===== config.mk =====
export PLATFORM = sky130hd
export DESIGN_NAME = dnd_walker
export DESIGN_NICKNAME = d
export VERILOG_FILES = /design/src/rtl/core/dnd_pkg.sv /design/src/rtl/core/dnd_walker.sv
export SDC_FILE = /design/constraint.sdc
export NUM_CORES = 1
export LEC_CHECK = 0
export BUFFER_PORTS_ARGS = -buffer_cell sky130_fd_sc_hd__buf_2
export CORE_MARGIN = 2
export CORE_UTILIZATION = 56
export CTS_CLUSTER_DIAMETER = 30
export DETAILED_ROUTE_END_ITERATION = 12
export PLACE_DENSITY = 0.88
export SKIP_LAST_GASP = 1
export SYNTH_ARGS = -nofsm -noshare
export SYNTH_HDL_FRONTEND = slang
export SYNTH_SLANG_ARGS = --single-unit

===== constraint.sdc =====
create_clock -name i_clk -period 3.7 [get_ports i_clk]
set_input_delay 0.555 -clock i_clk [delete_from_list [all_inputs] [get_ports i_clk]]
set_output_delay 0.555 -clock i_clk [all_outputs]
set_load 0.005 [all_outputs]

===== src/rtl/core/dnd_pkg.sv =====
// Shared types, constants and codes of the DNS name decompressor.
package dnd_pkg;

    // Packet store geometry.
    localparam int ADDR_W       = 12;
    localparam int PACKET_BYTES = 4096;
    localparam int POS_W        = ADDR_W + 1;

    // Name and label limits.
    localparam int MAX_NAME_BYTES = 255;
    localparam int NAME_LEN_W     = 8;
    localparam int LBL_W          = 6;
    localparam int OFF_W          = 14;

    // Output chunking.
    localparam int CHUNK_BYTES = 8;
    localparam int CNT_W       = 4;

    // Configuration registers.
    localparam int HDR_W      = 12;
    localparam int HOP_W      = 8;
    localparam int CFG_DATA_W = 12;
    localparam logic [HDR_W-1:0] HDR_RESET = HDR_W'(12);
    localparam logic [HOP_W-1:0] HOP_RESET = HOP_W'(16);

    // Special byte values.
    localparam logic [1:0] PTR_TAG  = 2'b11;
    localparam logic [7:0] DOT_CHAR = 8'h2E;

    typedef logic [0:0] t_cfg_index;
    localparam t_cfg_index CFG_HEADER_LEN = 1'b0;
    localparam t_cfg_index CFG_HOP_LIMIT  = 1'b1;

    typedef logic [0:0] t_func;
    localparam t_func FUNC_STORE  = 1'b0;
    localparam t_func FUNC_DECODE = 1'b1;

    typedef logic [1:0] t_status;
    localparam t_status ST_OK    = 2'd0;
    localparam t_status ST_RANGE = 2'd1;
    localparam t_status ST_HOPS  = 2'd2;
    localparam t_status ST_LONG  = 2'd3;

    typedef struct packed {
        t_func             func;
        logic [ADDR_W-1:0] address;
        logic [7:0]        data_byte;
    } t_in_word;

    typedef struct packed {
        logic [8*CHUNK_BYTES-1:0] name_chunk;
        logic [CNT_W-1:0]         chunk_count;
        logic                     last;
        logic [ADDR_W-1:0]        next_index;
        t_status                  status;
    } t_out_word;

    // Command from the walker to the chunk builder.
    typedef struct packed {
        logic              put;
        logic              fin;
        logic [7:0]        ch;
        logic [ADDR_W-1:0] next;
        t_status           status;
    } t_chunk_cmd;

    typedef enum logic [2:0] {
        S_IDLE,
        S_FETCH,
        S_TYPE,
        S_PTR,
        S_DOT,
        S_LREQ,
        S_LCHAR,
        S_FIN
    } t_state;

endpackage


===== src/rtl/core/dnd_walker.sv =====
// Name walker: sequences store reads over labels and pointers and issues chunk commands.
module dnd_walker (
    input  logic                       i_clk,
    input  logic                       i_rst_n,
    input  logic                       i_in_valid,
    output logic                       o_in_ready,
    input  dnd_pkg::t_in_word          i_in_word,
    input  logic [dnd_pkg::HDR_W-1:0]  i_hdr_len,
    input  logic [dnd_pkg::HOP_W-1:0]  i_hop_limit,
    output logic                       o_wr_en,
    output logic [dnd_pkg::ADDR_W-1:0] o_wr_addr,
    output logic [7:0]                 o_wr_data,
    output logic [dnd_pkg::ADDR_W-1:0] o_rd_addr,
    input  logic [7:0]                 i_rd_data,
    output dnd_pkg::t_chunk_cmd        o_cmd,
    input  logic                       i_cmd_ready
);
    import dnd_pkg::*;

    t_state                r_state, n_state;
    logic [POS_W-1:0]      r_pos, n_pos;
    logic [LBL_W-1:0]      r_k, n_k;
    logic [LBL_W-1:0]      r_len, n_len;
    logic [LBL_W-1:0]      r_hi, n_hi;
    logic [HOP_W-1:0]      r_hops, n_hops;
    logic [ADDR_W-1:0]     r_next, n_next;
    logic [NAME_LEN_W-1:0] r_name_len, n_name_len;
    logic                  r_jumped, n_jumped;
    logic                  r_first, n_first;
    t_status               r_status, n_status;

    logic [POS_W-1:0] w_pos_1, w_pos_2, w_pos_k, w_pos_lbl;
    logic [OFF_W-1:0] w_off, w_rebased;
    logic             w_accept, w_full_name;

    assign w_accept    = i_in_valid && (r_state == S_IDLE);
    assign w_pos_1     = r_pos + POS_W'(1);
    assign w_pos_2     = r_pos + POS_W'(2);
    assign w_pos_k     = r_pos + POS_W'(r_k);
    assign w_pos_lbl   = r_pos + POS_W'(r_len) + POS_W'(1);
    assign w_off       = {r_hi, i_rd_data};
    assign w_rebased   = w_off - OFF_W'(i_hdr_len);
    assign w_full_name = (r_name_len >= NAME_LEN_W'(MAX_NAME_BYTES));

    assign o_in_ready = (r_state == S_IDLE);

    // Byte loads go straight to the store.
    assign o_wr_en   = w_accept && (i_in_word.func == FUNC_STORE);
    assign o_wr_addr = i_in_word.address;
    assign o_wr_data = i_in_word.data_byte;

    // Read address follows the state, so a stalled character read repeats itself.
    always_comb begin
        unique case (r_state)
            S_TYPE:          o_rd_addr = w_pos_1[ADDR_W-1:0];
            S_LREQ, S_LCHAR: o_rd_addr = w_pos_k[ADDR_W-1:0];
            default:         o_rd_addr = r_pos[ADDR_W-1:0];
        endcase
    end

    // Next state and chunk commands.
    always_comb begin
        n_state    = r_state;
        n_pos      = r_pos;
        n_k        = r_k;
        n_len      = r_len;
        n_hi       = r_hi;
        n_hops     = r_hops;
        n_next     = r_next;
        n_name_len = r_name_len;
        n_jumped   = r_jumped;
        n_first    = r_first;
        n_status   = r_status;
        o_cmd      = '0;

        unique case (r_state)
            S_IDLE: begin
                if (w_accept && (i_in_word.func == FUNC_DECODE)) begin
                    n_pos      = POS_W'(i_in_word.address);
                    n_hops     = '0;
                    n_next     = '0;
                    n_name_len = '0;
                    n_jumped   = 1'b0;
                    n_first    = 1'b1;
                    n_status   = ST_OK;
                    n_state    = S_FETCH;
                end
            end

            S_FETCH: begin
                if (r_pos >= POS_W'(PACKET_BYTES)) begin
                    n_status = ST_RANGE;
                    n_state  = S_FIN;
                end else begin
                    n_state = S_TYPE;
                end
            end

            S_TYPE: begin
                n_hi  = i_rd_data[LBL_W-1:0];
                n_len = i_rd_data[LBL_W-1:0];
                n_k   = LBL_W'(1);
                priority if (i_rd_data == 8'h00) begin
                    // End of name.
                    if (!r_jumped) begin
                        n_next = w_pos_1[ADDR_W-1:0];
                    end
                    n_state = S_FIN;
                end else if (i_rd_data[7:6] == PTR_TAG) begin
                    if (w_pos_1 >= POS_W'(PACKET_BYTES)) begin
                        n_status = ST_RANGE;
                        n_state  = S_FIN;
                    end else begin
                        n_state = S_PTR;
                    end
                end else if (i_rd_data[7:6] != 2'b00) begin
                    // Reserved label type.
                    n_status = ST_LONG;
                    n_state  = S_FIN;
                end else begin
                    n_first = 1'b0;
                    n_state = r_first ? S_LREQ : S_DOT;
                end
            end

            S_PTR: begin
                if (!r_jumped) begin
                    n_next   = w_pos_2[ADDR_W-1:0];
                    n_jumped = 1'b1;
                end
                priority if (r_hops >= i_hop_limit) begin
                    n_status = ST_HOPS;
                    n_state  = S_FIN;
                end else if ((w_off < OFF_W'(i_hdr_len)) ||
                             (w_rebased >= OFF_W'(PACKET_BYTES))) begin
                    n_hops   = r_hops + HOP_W'(1);
                    n_status = ST_RANGE;
                    n_state  = S_FIN;
                end else begin
                    n_hops  = r_hops + HOP_W'(1);
                    n_pos   = POS_W'(w_rebased);
                    n_state = S_FETCH;
                end
            end

            S_DOT: begin
                if (w_full_name) begin
                    n_status = ST_LONG;
                    n_state  = S_FIN;
                end else if (i_cmd_ready) begin
                    o_cmd.put  = 1'b1;
                    o_cmd.ch   = DOT_CHAR;
                    n_name_len = r_name_len + NAME_LEN_W'(1);
                    n_state    = S_LREQ;
                end
            end

            S_LREQ: begin
                if (w_pos_k >= POS_W'(PACKET_BYTES)) begin
                    n_status = ST_RANGE;
                    n_state  = S_FIN;
                end else begin
                    n_state = S_LCHAR;
                end
            end

            S_LCHAR: begin
                if (w_full_name) begin
                    n_status = ST_LONG;
                    n_state  = S_FIN;
                end else if (i_cmd_ready) begin
                    o_cmd.put  = 1'b1;
                    o_cmd.ch   = i_rd_data;
                    n_name_len = r_name_len + NAME_LEN_W'(1);
                    if (r_k == r_len) begin
                        n_pos   = w_pos_lbl;
                        n_state = S_FETCH;
                    end else begin
                        n_k     = r_k + LBL_W'(1);
                        n_state = S_LREQ;
                    end
                end
            end

            S_FIN: begin
                if (i_cmd_ready) begin
                    o_cmd.fin    = 1'b1;
                    o_cmd.status = r_status;
                    o_cmd.next   = (r_status == ST_OK) ? r_next : '0;
                    n_state      = S_IDLE;
                end
            end

            default: n_state = S_IDLE;
        endcase
    end

    always_ff @(posedge i_clk) begin
        if (!i_rst_n) begin
            r_state <= S_IDLE;
        end else begin
            r_state <= n_state;
        end
    end

    always_ff @(posedge i_clk) begin
        r_pos      <= n_pos;
        r_k        <= n_k;
        r_len      <= n_len;
        r_hi       <= n_hi;
        r_hops     <= n_hops;
        r_next     <= n_next;
        r_name_len <= n_name_len;
        r_jumped   <= n_jumped;
        r_first    <= n_first;
        r_status   <= n_status;
    end

endmodule


==> metrics list <==
* Leading cell type in the layout, fill and taps excluded: buf_2
- The hold violation count in the final report is 0.
- Via count of the first global-routing pass: 4572
* Placed instance count: 797
- After detailed routing, the number of remaining DRC violations is 0.
- Hold repair after CTS inserted 0 buffers.
- Synth Register Bits: 60
- Post-CTS repair changed the size of 0 cells.
- The die is 102 um wide.
- Library cell used as clock root buffer: clkbuf_8
* Number of distinct library cells after synthesis: 70
- The setup check on the worst reg-to-reg path leaves a slack of 0.52 ns.
- STA classifies the critical path startpoint as a flip-flop.
* Met1 track demand over resource in global routing: 0.364
* Setup clock skew after layout: 0.0122 ns
- STA puts the critical path data arrival time at 2.91 ns.
- Synth Net Count: 702
* Core Region: 9280 um2
- For this design the ratio of total power to cell area is 664 nW/um2.
* Worst-margin pin slew: 0.869 ns
* Remaining antenna violation count after routing: 0
* All-Layer GR Usage: 0.277
* Crit path cell chain: ha_1 > inv_1 > fa_1 > nor2b_1 > o21ai_0 > a21boi_0 > o21ai_0 > nand2b_1 > o211ai_1 > xnor2_1 > buf_2
- The most used flip-flop cell after synthesis is edfxtp_1.
* Busiest metal layer after global routing: met2
* Ratio of cells with drive above 1 in the final layout: 0.205
* Largest net degree at the start of global routing: 25
* Top library cells by usage in the layout, fill and taps aside: 94 x buf_2, 57 x edfxtp_1, 56 x nor2_1
* Portion of synthesized cell area occupied by the leading cell type: 0.319
- Sequential element share of the synthesized area: 0.330
- The max-slew violation count was 0.
- Setup violations remaining at the end of the flow were counted as 0.
* TritonCTS clock tree: done
- CTS built an H-tree with a depth of 3.
- The tool flagged a number of max-cap violations equal to 0.
- Top delay family on crit path: flip-flops
- Cell area after synthesis: 5370 um2
- Final min period: 3.46 ns
* Antenna Diode Count: 0
- Pin placement for this block handled 111 I/O pins.
* Number of iterations in the first detailed-routing pass: 5
- The path class of the tightest hold or removal check is in -> reg.
- Mean instance size in the synthesized netlist: 8.81 um2
- After routing the design area is 5980 um2.
- The die covers 10400 um2.
- Peak ir drop on the vdd network: 0.257 mV
* Cts bufs inserted: 9
* WL final: 13.9 mm
* Total Neg Setup Slack: 0 ns
* Category of the critical setup timing path: reg -> out
- Skew-Pair Late Insertion Delay: 0.36 ns
* Total power of the final layout: 3.97 mW
- Number of vias per cell: 6.04
- Sort of element at the end of the critical path: output port
* Starting DRC count in detailed routing: 512
* GR Overflow Total: 0
* Area growth, synth to finish: 11.4%
- Summing all placed instances gives a cell area of 5760 um2.
* Number of buffers inserted to repair setup after CTS: 0
* Die extent in y: 102 um
- The run finished with clean final reports.
* Top cells by area, synth: edfxtp_1 32%, ha_1 8.6%, xnor2_1 4.9%, xor2_1 4.1%, nor2_1 3.9%
* Via count: 4907
- Share of the clock period used by the worst path: 0.936
* Delay contributed by the slowest stage of the critical path: 0.67 ns
- Of all nets on the critical path, the largest fanout is 17.
- Clock Pin Slew Worst Setup and Hold Paths: 0.08 ns
- First-pass GRT wire length: 22.4 mm
- Of all flip-flops after synthesis, the portion carrying an async set or reset was 0.
* Layout net count: 772
- The cell count after synthesis came out at 609.
- CTS sink count: 60
* Start point of the critical path: r_pos[0]$_DFFE_PP_
- For met2 alone, demand over resource in global routing was 0.439.
- Global-route track usage on met3: 0.0746
* Achievable frequency: 289 MHz
* RSZ-0062 raised after global routing: no
- Wire per inst: 17.1 um
- For this run, the number of Yosys warnings is 0.
- Among all stages on the critical path, the largest delay is contributed by edfxtp_1.
- At the end of routability-driven placement, the weighted congestion stood at 0.989.
- For this run, the number of standard cells in the final layout without fillers is 813.
- The initial antenna violation count was 0.
- The HPWL after detailed placement is 10.6 mm.
- In this run the core area contains 35 standard-cell rows.
- The synthesized design spends more area on one cell type than any other, namely edfxtp_1.
- In this run the critical register-to-register path is launched from r_pos[0]$_DFFE_PP_.
* Hold Startpoint: i_rd_data[0]
* Util after Layout: 0.644
- Number of buffers on the longest clock path: 2
- Worst relative slew slack: 0.418
* Number of enable flip-flop cells after synthesis: 57
- Critical path buffer and inverter count: 2
- Starting Density: 0.578
* Most common cell on crit path: o21ai_0
- Summed over all cells, the static leakage comes to 2.62 nW.
- Worst Path Required: 3.14 ns
* Number of buffer cells added on primary ports: 94
[where the power goes]
group | total (mW) | switching (mW) | internal (mW) | leakage, nW
sequential | 1.38 | 0.325 | 1.05 | 0.558
combinational | 1.91 | 1.13 | 0.779 | 1.95
clock | 0.681 | 0.298 | 0.383 | 0.114
[sequential cells by signal, summed over array words and instances, names as in the netlist]
signal / count
r_hi: 6
r_first: 1
r_k: 6
r_pos: 13
r_state: 3
r_jumped: 1
r_hops: 8
r_name_len: 8
r_status: 2
r_next: 12
[final timing paths]
path | end | cells past startpoint
setup / recovery | o_rd_addr[10] | 11
hold / removal | r_hi[0]$_DFFE_PP_ | 1
setup reg to reg | r_pos[10]$_DFFE_PP_ | 10
hold reg to reg | r_name_len[0]$_SDFFCE_PP0P_ | 1
[final cells by class]
| cell class | instances | area (um2) |
|---|---|---|
| clock buffer | 9 | 124 |
| tap | 129 | 161 |
| fill | 784 | 3300 |
| timing repair buffer | 103 | 538 |
| clock inverter | 7 | 100 |
| inverter | 45 | 169 |
| multi-input combinational | 460 | 3120 |
| sequential | 60 | 1770 |
[stage by stage]
| step | worst slack (ns) | hold WS (ns) |
|---|---|---|
| floorplan | 0.807 | 0.579 |
| global placement | 0.426 | 0.598 |
| detailed placement | 0.304 | 0.608 |
| CTS | 0.275 | 0.394 |
| global route | 0.0388 | 0.400 |
| finish | 0.236 | 0.403 |
[worst register-to-register path, cell delays in order, from the launching register on]
cell and delay (ns):
edfxtp_1 0.67, inv_1 0.18, ha_1 0.27, fa_1 0.42, nor2b_1 0.15, o21ai_0 0.12
a21boi_0 0.34, o21ai_1 0.21, a21oi_1 0.21, xnor2_1 0.17, o221ai_1 0.17
[logic make-up (layout without fill, tap and decap cells)]
kind of cell               count (synthesis)  after routing  share of synthesized area
AOI/OAI and AO/OA                        157            157                      0.195
xor gates and xnor gates                  55             55                     0.0897
adders and majority gates                 40             40                     0.0974
buffers and inverters                     89            164                     0.0890
DFF                                       60             60                      0.330
muxes                                      1              1                    0.00186
and+or+nand+nor                          207            207                      0.197
[cells in the mapped netlist, types with 6 or more instances]
cell and number:
buf_4 22, and3_1 11, ha_1 37, a21oi_1 40
a31oi_1 7, o21ai_0 38, nor3_1 15, o21a_1 6
o221ai_1 10, xnor2_1 30, a21o_1 7, nor2_1 56
nand2_1 45, xor2_1 25, nor2b_1 7, clkbuf_1 13
edfxtp_1 57, and2_1 21, inv_1 45, nand3_1 19
nand2b_1 6
[metal layers]
metal	wire, um	vias to the layer above
li1	-	2320
met1	5830	2235
met2	6220	305
met3	1440	47
met4	391	0
met5	0	-
No activity file was read; power rests on OpenSTA's default activity.
