`config.mk`:
```
export PLATFORM = sky130hd
export DESIGN_NAME = dnd_chunker
export DESIGN_NICKNAME = d
export VERILOG_FILES = /design/src/rtl/core/dnd_pkg.sv /design/src/rtl/core/dnd_chunker.sv
export SDC_FILE = /design/constraint.sdc
export NUM_CORES = 1
export LEC_CHECK = 0
export BUFFER_PORTS_ARGS = -buffer_cell sky130_fd_sc_hd__buf_2
export CORE_MARGIN = 2
export CORE_UTILIZATION = 34
export DETAILED_ROUTE_END_ITERATION = 16
export HOLD_SLACK_MARGIN = 0.06
export PLACE_DENSITY = 0.67
export RECOVER_POWER = 50
export SKIP_LAST_GASP = 1
export SYNTH_ARGS = -nofsm -noshare
export SYNTH_HDL_FRONTEND = slang
export SYNTH_SLANG_ARGS = --single-unit
```
`constraint.sdc`:
```
create_clock -name i_clk -period 3.6 [get_ports i_clk]
set_input_delay 1.08 -clock i_clk [delete_from_list [all_inputs] [get_ports i_clk]]
set_output_delay 1.08 -clock i_clk [all_outputs]
set_load 0.01 [all_outputs]
```
`src/rtl/core/dnd_pkg.sv`:
```
// Shared types, constants and codes of the DNS name decompressor.
package dnd_pkg;

    // Packet store geometry.
    localparam int ADDR_W       = 12;
    localparam int PACKET_BYTES = 4096;
    localparam int POS_W        = ADDR_W + 1;

    // Name and label limits.
    localparam int MAX_NAME_BYTES = 255;
    localparam int NAME_LEN_W     = 8;
    localparam int LBL_W          = 6;
    localparam int OFF_W          = 14;

    // Output chunking.
    localparam int CHUNK_BYTES = 8;
    localparam int CNT_W       = 4;

    // Configuration registers.
    localparam int HDR_W      = 12;
    localparam int HOP_W      = 8;
    localparam int CFG_DATA_W = 12;
    localparam logic [HDR_W-1:0] HDR_RESET = HDR_W'(12);
    localparam logic [HOP_W-1:0] HOP_RESET = HOP_W'(16);

    // Special byte values.
    localparam logic [1:0] PTR_TAG  = 2'b11;
    localparam logic [7:0] DOT_CHAR = 8'h2E;

    typedef logic [0:0] t_cfg_index;
    localparam t_cfg_index CFG_HEADER_LEN = 1'b0;
    localparam t_cfg_index CFG_HOP_LIMIT  = 1'b1;

    typedef logic [0:0] t_func;
    localparam t_func FUNC_STORE  = 1'b0;
    localparam t_func FUNC_DECODE = 1'b1;

    typedef logic [1:0] t_status;
    localparam t_status ST_OK    = 2'd0;
    localparam t_status ST_RANGE = 2'd1;
    localparam t_status ST_HOPS  = 2'd2;
    localparam t_status ST_LONG  = 2'd3;

    typedef struct packed {
        t_func             func;
        logic [ADDR_W-1:0] address;
        logic [7:0]        data_byte;
    } t_in_word;

    typedef struct packed {
        logic [8*CHUNK_BYTES-1:0] name_chunk;
        logic [CNT_W-1:0]         chunk_count;
        logic                     last;
        logic [ADDR_W-1:0]        next_index;
        t_status                  status;
    } t_out_word;

    // Command from the walker to the chunk builder.
    typedef struct packed {
        logic              put;
        logic              fin;
        logic [7:0]        ch;
        logic [ADDR_W-1:0] next;
        t_status           status;
    } t_chunk_cmd;

    typedef enum logic [2:0] {
        S_IDLE,
        S_FETCH,
        S_TYPE,
        S_PTR,
        S_DOT,
        S_LREQ,
        S_LCHAR,
        S_FIN
    } t_state;

endpackage

```
`src/rtl/core/dnd_chunker.sv`:
```
// Chunk builder: packs name characters into 8-byte words and holds the output register.
module dnd_chunker (
    input  logic                i_clk,
    input  logic                i_rst_n,
    input  dnd_pkg::t_chunk_cmd i_cmd,
    output logic                o_cmd_ready,
    output logic                o_out_valid,
    input  logic                i_out_ready,
    output dnd_pkg::t_out_word  o_out_word
);
    import dnd_pkg::*;

    logic [8*CHUNK_BYTES-1:0] r_chunk, n_chunk;
    logic [CNT_W-1:0]         r_count, n_count;
    t_out_word                r_out, n_out;
    logic                     r_out_valid, n_out_valid;
    logic [8*CHUNK_BYTES-1:0] w_filled;

    // A command may emit a word, so it waits until the output register frees up.
    assign o_cmd_ready = !r_out_valid || i_out_ready;

    always_comb begin
        w_filled = r_chunk;
        for (int i = 0; i < CHUNK_BYTES; i++) begin
            if (r_count == CNT_W'(i)) begin
                w_filled[8*i +: 8] = i_cmd.ch;
            end
        end

        n_chunk     = r_chunk;
        n_count     = r_count;
        n_out       = r_out;
        n_out_valid = r_out_valid && !i_out_ready;

        priority if (i_cmd.fin) begin
            n_out.name_chunk  = r_chunk;
            n_out.chunk_count = r_count;
            n_out.last        = 1'b1;
            n_out.next_index  = i_cmd.next;
            n_out.status      = i_cmd.status;
            n_out_valid       = 1'b1;
            n_chunk           = '0;
            n_count           = '0;
        end else if (i_cmd.put) begin
            if (r_count == CNT_W'(CHUNK_BYTES - 1)) begin
                // Eighth character completes a full chunk.
                n_out.name_chunk  = w_filled;
                n_out.chunk_count = CNT_W'(CHUNK_BYTES);
                n_out.last        = 1'b0;
                n_out.next_index  = '0;
                n_out.status      = ST_OK;
                n_out_valid       = 1'b1;
                n_chunk           = '0;
                n_count           = '0;
            end else begin
                n_chunk = w_filled;
                n_count = r_count + CNT_W'(1);
            end
        end else begin
            n_chunk = r_chunk;
        end
    end

    always_ff @(posedge i_clk) begin
        if (!i_rst_n) begin
            r_out_valid <= 1'b0;
            r_chunk     <= '0;
            r_count     <= '0;
        end else begin
            r_out_valid <= n_out_valid;
            r_chunk     <= n_chunk;
            r_count     <= n_count;
        end
    end

    always_ff @(posedge i_clk) begin
        r_out <= n_out;
    end

    assign o_out_valid = r_out_valid;
    assign o_out_word  = r_out;

endmodule

```
==> results by group, run 1 <==
Clocking
  • CTS tree: done
  • Total CTS buffers: 17
  • H-tree Lvls: 4
  • Clk sinks: between 150 and 200
  • CTS resizes: 0
  • CTS clk-pin slew, worst paths: approximately 60 ps
  • Root buf cell: clkbuf_16
  • Clk_lat worst skew: between 400 and 500 ps
  • CTS Hold Bufs: 0
  • Clk buf depth: 2
  • Setup Buffers After CTS: 0

Timing
  • PnR worst setup slack: about 720 ps
  • Relative slew margins: 0.282
  • Setup TNS: 0 ps
  • Final Max Slew Viols: 0
  • Final Cycle Share: 0.799
  • Final Hold Fails: 0
  • Fin crit period: 2880 ps
  • RSZ-0062 raised after global routing: no
  • F_max: around 350 MHz
  • Worst slew pin tran: 1080 ps
  • Final setup viols: 0
  • Skew final: 12.5 ps

Floorplanning
  • Die span in y: about 140 microns
  • Die Width: about 140 microns
  • Die area: approximately 0.018 sq mm
  • # rows: 48
  • IO Count: roughly 110
  • Initial Utilization: 0.344
  • Core area: 0.0171 sq mm

Place
  • Place WS: roughly 700 ps
  • DPL Wire Length: roughly 9.3 mm
  • GP Congestion: 0.828
  • Port bufs: 111

Critical path
  • Req. time, crit path: 3880 ps
  • Crit path max-delay family: compound AO/OA/AOI/OAI gates
  • Slowest stage cell, crit path: o21bai_1
  • Worst Path Arrival: between 3000 and 4000 ps
  • CP Class: in2reg
  • Worst path bufs/invs: 1
  • Largest stage delay, worst path: about 750 ps
  • Worst Setup Start Kind: input pin
  • CP Max Fanout: 13
  • Crit end category: register
  • CP cell instances: clkbuf_1 -> nand4b_1 -> o21bai_1 -> a22o_1

Detailed routing
  • DRC: 0
  • Initial DRC Count: ~240
  • 1st-pass router iterations: 7
  • Post-DR wirelength/cell: 17.4 microns
  • Post-DRT Antenna Nets: 0
  • Vias: just under 4000
  • WL final: around 13 mm
  • Vias per inst: 5.03

GRT
  • Pin count of the biggest net entering global routing: 40
  • Initial antenna violation count: 0
  • Remaining Overflow, GRT: 0
  • First-pass GRT wire length: slightly above 20 mm
  • Vias in the first global route: 3823
  • Total GRT Usage: 0.148

Synthesis
  • Synthesized flop and latch total: about 150
  • Cell area after synthesis: slightly below 0.006 sq mm
  • Most common cell in the netlist: edfxtp_1
  • Synth cell types: 42
  • Yosys warning total: 0
  • Post-synth top flop: edfxtp_1
  • Seq/Total Area, Yosys: 0.656
  • Syn Area/Cell: approximately 14 sq um
  • Synth Net Count: 457
  • Post-synth EDFFs: 82
  • Largest area contributor in the netlist: edfxtp_1
  • Share of flip-flops with an asynchronous set or reset: 0
  • Largest cells by area after synthesis: edfxtp_1, dfxtp_1, a32o_1
  • List of most frequent post-synthesis cells: edfxtp_1, dfxtp_1, a32o_1
  • Top cell type's share of synthesized area: 0.418
  • Synth Instances: roughly 430

Run status
  • Outcome: completed

Final layout
  • Layout cells sized above 1: 0.145
  • Antenna diode count: 0
  • Area Overhead vs Synth: 20.0%
  • Net count, final: between 500 and 600

Pwr
  • Cell Pwr Density: around 530 mW/mm^2
  • Leakage power: approximately 2.4 nW
  • Peak supply drop: 0.337 mV

Job
  • Max cap viols: 0

Worst hold path
  • Hold/Removal Path Class: reg2reg
## flip-flops by register name, indices dropped and copies added, names as in the netlist
name / flops
r_count: 4
r_chunk: 64
o_out_word: 83
o_out_valid: 1
## path summary, 6_finish.rpt
kind                     from             end  slack (ps)  cells after the start
setup / recovery    i_cmd[23]  o_out_word[68]         720                      4
hold / removal    r_chunk[25]     r_chunk[25]         460                      2
setup reg to reg   r_count[1]  o_out_word[68]        1070                      5
hold reg to reg   r_chunk[25]     r_chunk[25]         460                      2
## cell usage in the layout (no fill, tap or decap), types with 8 or more instances in the layout
| cell type | count |
|---|---|
| a32o_1 | 48 |
| a22o_1 | 8 |
| buf_2 | 25 |
| o2bb2ai_1 | 16 |
| edfxtp_1 | 82 |
| and2_0 | 18 |
| o21ai_0 | 8 |
| and3_1 | 8 |
| clkbuf_1 | 87 |
| a21oi_1 | 10 |
| nand3b_1 | 9 |
| and2_1 | 8 |
| clkbuf_16 | 17 |
| nand2_1 | 26 |
| dfxtp_1 | 70 |
| nor2b_1 | 35 |
## final cells by class
cell class                      count  area (sq um)
Inverter                            4          18.8
Clock buffer                       18           429
Fill cell                        1605         10000
Tap cell                          225           282
Sequential cell                   152          3860
Multi-Input combinational cell    238          1800
Timing Repair Buffer              118           523
Clock inverter                     14           151
## cells by family after synthesis
logic type,count (synthesis),synth area share
buffers and inverters,36,0.0353
adder cells (fa/ha/maj),4,0.00850
multiplexers,1,0.00170
AND/OR/NAND/NOR,129,0.146
AO/OA/AOI/OAI,102,0.150
XOR/XNOR,2,0.00298
flip-flops,152,0.656
## stage by stage
stage | cells | total power (W) | hold slack [ps] | cell area, sq um | util
floorplan | 426 | 0.00203 | 427 | 5890 | -
global placement | 737 | 0.00211 | 434 | 6620 | 0.387
detailed placement | 737 | 0.00212 | 445 | 6620 | 0.387
CTS | 769 | 0.00383 | 453 | 7200 | 0.421
global route | 769 | 0.00390 | 476 | 7070 | 0.413
finish | 769 | 0.00377 | 457 | 7070 | 0.413
## metal layers
| layer | global-route usage | part of all wire | wire, microns |
|---|---|---|---|
| met1 | 0.185 | 0.42 | 5660 |
| met2 | 0.240 | 0.48 | 6430 |
| met3 | 0.0423 | 0.082 | 1090 |
| met4 | 0.0602 | 0.017 | 225 |
| met5 | 0 | 0 | 0 |
## where the power goes
part           leakage, nW  switching, W  internal, W
sequential            1.40     0.0000166      0.00187
clock                0.272      0.000681      0.00102
combinational        0.750      0.000125    0.0000527
## worst register-to-register path, stage by stage (launching register included)
cell and delay [ps]:
dfxtp_1 440, ha_1 210, buf_4 230, nand4b_1 500
o21bai_1 750, a22o_1 250
No activity file was read; power rests on OpenSTA's default activity.
==> run 2: changes to the inputs <==
==> constraint.sdc (replaced) <==
create_clock -name i_clk -period 2.45 [get_ports i_clk]
set_input_delay 0.735 -clock i_clk [delete_from_list [all_inputs] [get_ports i_clk]]
set_output_delay 0.735 -clock i_clk [all_outputs]
set_load 0.01 [all_outputs]
==> run 2 against run 1 <==
  * Core utilization barely moved
  * Worst hold slack got worse by 4.4 ps
  * Register-to-register slack got worse by 720 ps
  * Global-route usage barely moved
  * Sequential cell count did not move
  * Cell area fell by 0.11%
  * Cell count rose by 0.39%
  * Sequential power rose by 47%
  * Largest power group unchanged
  * Highest routed layer unchanged
==> results by group, run 2 (same netlist as run 1, synthesis figures left out) <==
Run status
  • Outcome: completed

Critical path
  • CP cell instances: ha_1 -> and4b_1 -> nor2_4 -> clkinvlp_2 -> clkbuf_4
  • CP Max Fanout: 48 (+35)
  • Worst Path Arrival: 2150 ps (-1010 ps)
  • Crit path from: r_count[0]
  • Req. time, crit path: 2500 ps (-1380 ps)
  • CP Class: reg2reg
  • Worst path bufs/invs: 2 (+1)
  • FF-to-FF Start: r_count[0]
  • Worst Setup Start Kind: register
  • Largest stage delay, worst path: 540 ps (-210 ps)
  • Slowest stage cell, crit path: clkbuf_4
  • Crit path max-delay family: buffers and inverters
  • Crit end category: register

Clocking
  • CTS tree: done
  • CTS clk-pin slew, worst paths: 60 ps (about the same)
  • Root buf cell: clkbuf_16
  • Clk buf depth: 2 (unchanged)
  • Clk sinks: 152 (unchanged)
  • Clk_lat worst skew: 420 ps (about the same)
  • CTS Hold Bufs: 0 (unchanged)
  • CTS resizes: 0 (unchanged)
  • H-tree Lvls: 4 (unchanged)
  • Setup Buffers After CTS: 0 (unchanged)
  • Total CTS buffers: 17 (unchanged)

Detailed routing
  • WL final: 13.2 mm (-1.7%)
  • Vias per inst: 5.00 (-0.62%)
  • Vias: 3857 (-0.23%)
  • Initial DRC Count: 318 (+34%)
  • Post-DRT Antenna Nets: 0 (unchanged)
  • Post-DR wirelength/cell: 17.1 microns (-2.1%)
  • 1st-pass router iterations: 5 (-2)
  • DRC: 0 (unchanged)

Pwr
  • Switching share of power: 0.212 (-0.00638)
  • P_int: 0.00431 W (+46%)
  • Peak supply drop: 0.547 mV (+62%)
  • Clock power frac: 0.446 (-0.006)
  • Cell Pwr Density: 775 mW/mm^2 (+45%)
  • Gate power share: 0.047 (about the same)
  • Switch Pwr: 0.00116 W (+41%)
  • Leakage power: 2.46 nW (+1.6%)
  • Sequential share of power: 0.507 (+0.006)
  • Total power: 0.00547 W (+45%)

Final layout
  • Area Overhead vs Synth: 19.9%
  • Commonest non-fill, non-tap cell in the layout: clkbuf_1
  • Antenna diode count: 0 (unchanged)
  • Net count, final: 565 (+0.53%)
  • Most frequent cells in the layout: clkbuf_1, edfxtp_1, dfxtp_1
  • Max reg flops: 83 (unchanged)
  • Layout cells sized above 1: 0.148 (+0.00286)
  • Number of fill cells in the layout: 1653 (+3.0%)
  • Post-route cell area: 0.00706 sq mm (-0.11%)
  • Fin util: 0.412 (-0.000438)

Timing
  • Final Cycle Share: 0.857
  • Worst slew pin tran: 693 ps (-382 ps)
  • Setup TNS: 0 ps (unchanged)
  • Final setup viols: 0 (unchanged)
  • Fin crit period: 2100 ps
  • RSZ-0062 raised after global routing: no
  • F_max: between 400 and 500 MHz
  • Hold slack final: 453 ps (-4.39 ps)
  • Final Hold Fails: 0 (unchanged)
  • Skew final: 8.10 ps (-4.42 ps)
  • Final Max Slew Viols: 0 (unchanged)
  • Relative slew margins: 0.538 (+0.256)

Floorplanning
  • Core area: 0.0171 sq mm (unchanged)
  • Die area: 0.0184 sq mm (unchanged)
  • Die span in y: 136 microns (unchanged)
  • Initial Utilization: 0.344 (unchanged)
  • IO Count: 112 (unchanged)
  • # rows: 48 (unchanged)
  • Die Width: 136 microns (unchanged)

Place
  • GP Congestion: 0.821 (-0.82%)
  • Port bufs: 111 (unchanged)
  • Placed instance area: 0.00663 sq mm (+0.15%)
  • DPL Wire Length: 9.13 mm (-1.7%)

GRT
  • Initial antenna violation count: 0 (unchanged)
  • Vias in the first global route: 3801 (-0.58%)
  • First-pass GRT wire length: 20.5 mm (about the same)
  • Total GRT Usage: 0.147 (-0.000320)
  • Remaining Overflow, GRT: 0 (unchanged)
  • Pin count of the biggest net entering global routing: 49 (+23%)

Worst hold path
  • Hold/Removal Path Class: reg2reg
  • Hold Crit Start: r_chunk[28]

Job
  • Max cap viols: 0 (unchanged)
run 2: worst paths after layout:
| kind | to | slack (ps) | cells past startpoint |
|---|---|---|---|
| setup / recovery | o_out_word[55] | 350 | 5 |
| hold / removal | r_chunk[28] | 450 | 2 |
| setup reg to reg | o_out_word[55] | 350 | 5 |
| hold reg to reg | r_chunk[28] | 450 | 2 |
run 2: per-stage QoR:
stage          setup slack (ps)  cells
4_1_cts                     525    772
6_report                    350    772
3_3_place_gp                364    740
5_1_grt                     191    772
3_5_place_dp                329    740
2_1_floorplan              -490    426
run 2: per-layer routing:
| layer | routed length (microns) | GRT usage | vias to the layer above |
|---|---|---|---|
| li1 | - | - | 1828 |
| met1 | 5860 | 0.191 | 1852 |
| met2 | 6110 | 0.233 | 156 |
| met3 | 1010 | 0.0460 | 21 |
| met4 | 195 | 0.0521 | 0 |
| met5 | 0 | 0 | - |
run 2: final cells by class:
| cell class | instances | area [sq um] | share of cell area |
|---|---|---|---|
| clock inverters | 7 | 37.5 | 0.00532 |
| repair buffers | 121 | 509 | 0.0721 |
| well taps | 225 | 282 | 0.0399 |
| multi-input cells | 238 | 1820 | 0.258 |
| inverters | 4 | 16.3 | 0.00230 |
| flip-flops and latches | 152 | 3860 | 0.547 |
| clock buffers | 25 | 528 | 0.0748 |
run 2: power by group through the flow:
stage                     logic, W  registers [W]  clock network (W)
after floorplan           0.000124        0.00286                  0
after global placement    0.000276        0.00283                  0
after detailed placement  0.000282        0.00283                  0
after CTS                 0.000282        0.00277            0.00249
after global routing      0.000283        0.00278            0.00261
final                     0.000257        0.00277            0.00244
run 2: tightest hold or removal path: cells and delay by family, from the launching register on:
family	cells	cell delay, ps
AO/OA/AOI/OAI	1	50
flip-flops	1	310
AND/OR/NAND/NOR	1	50
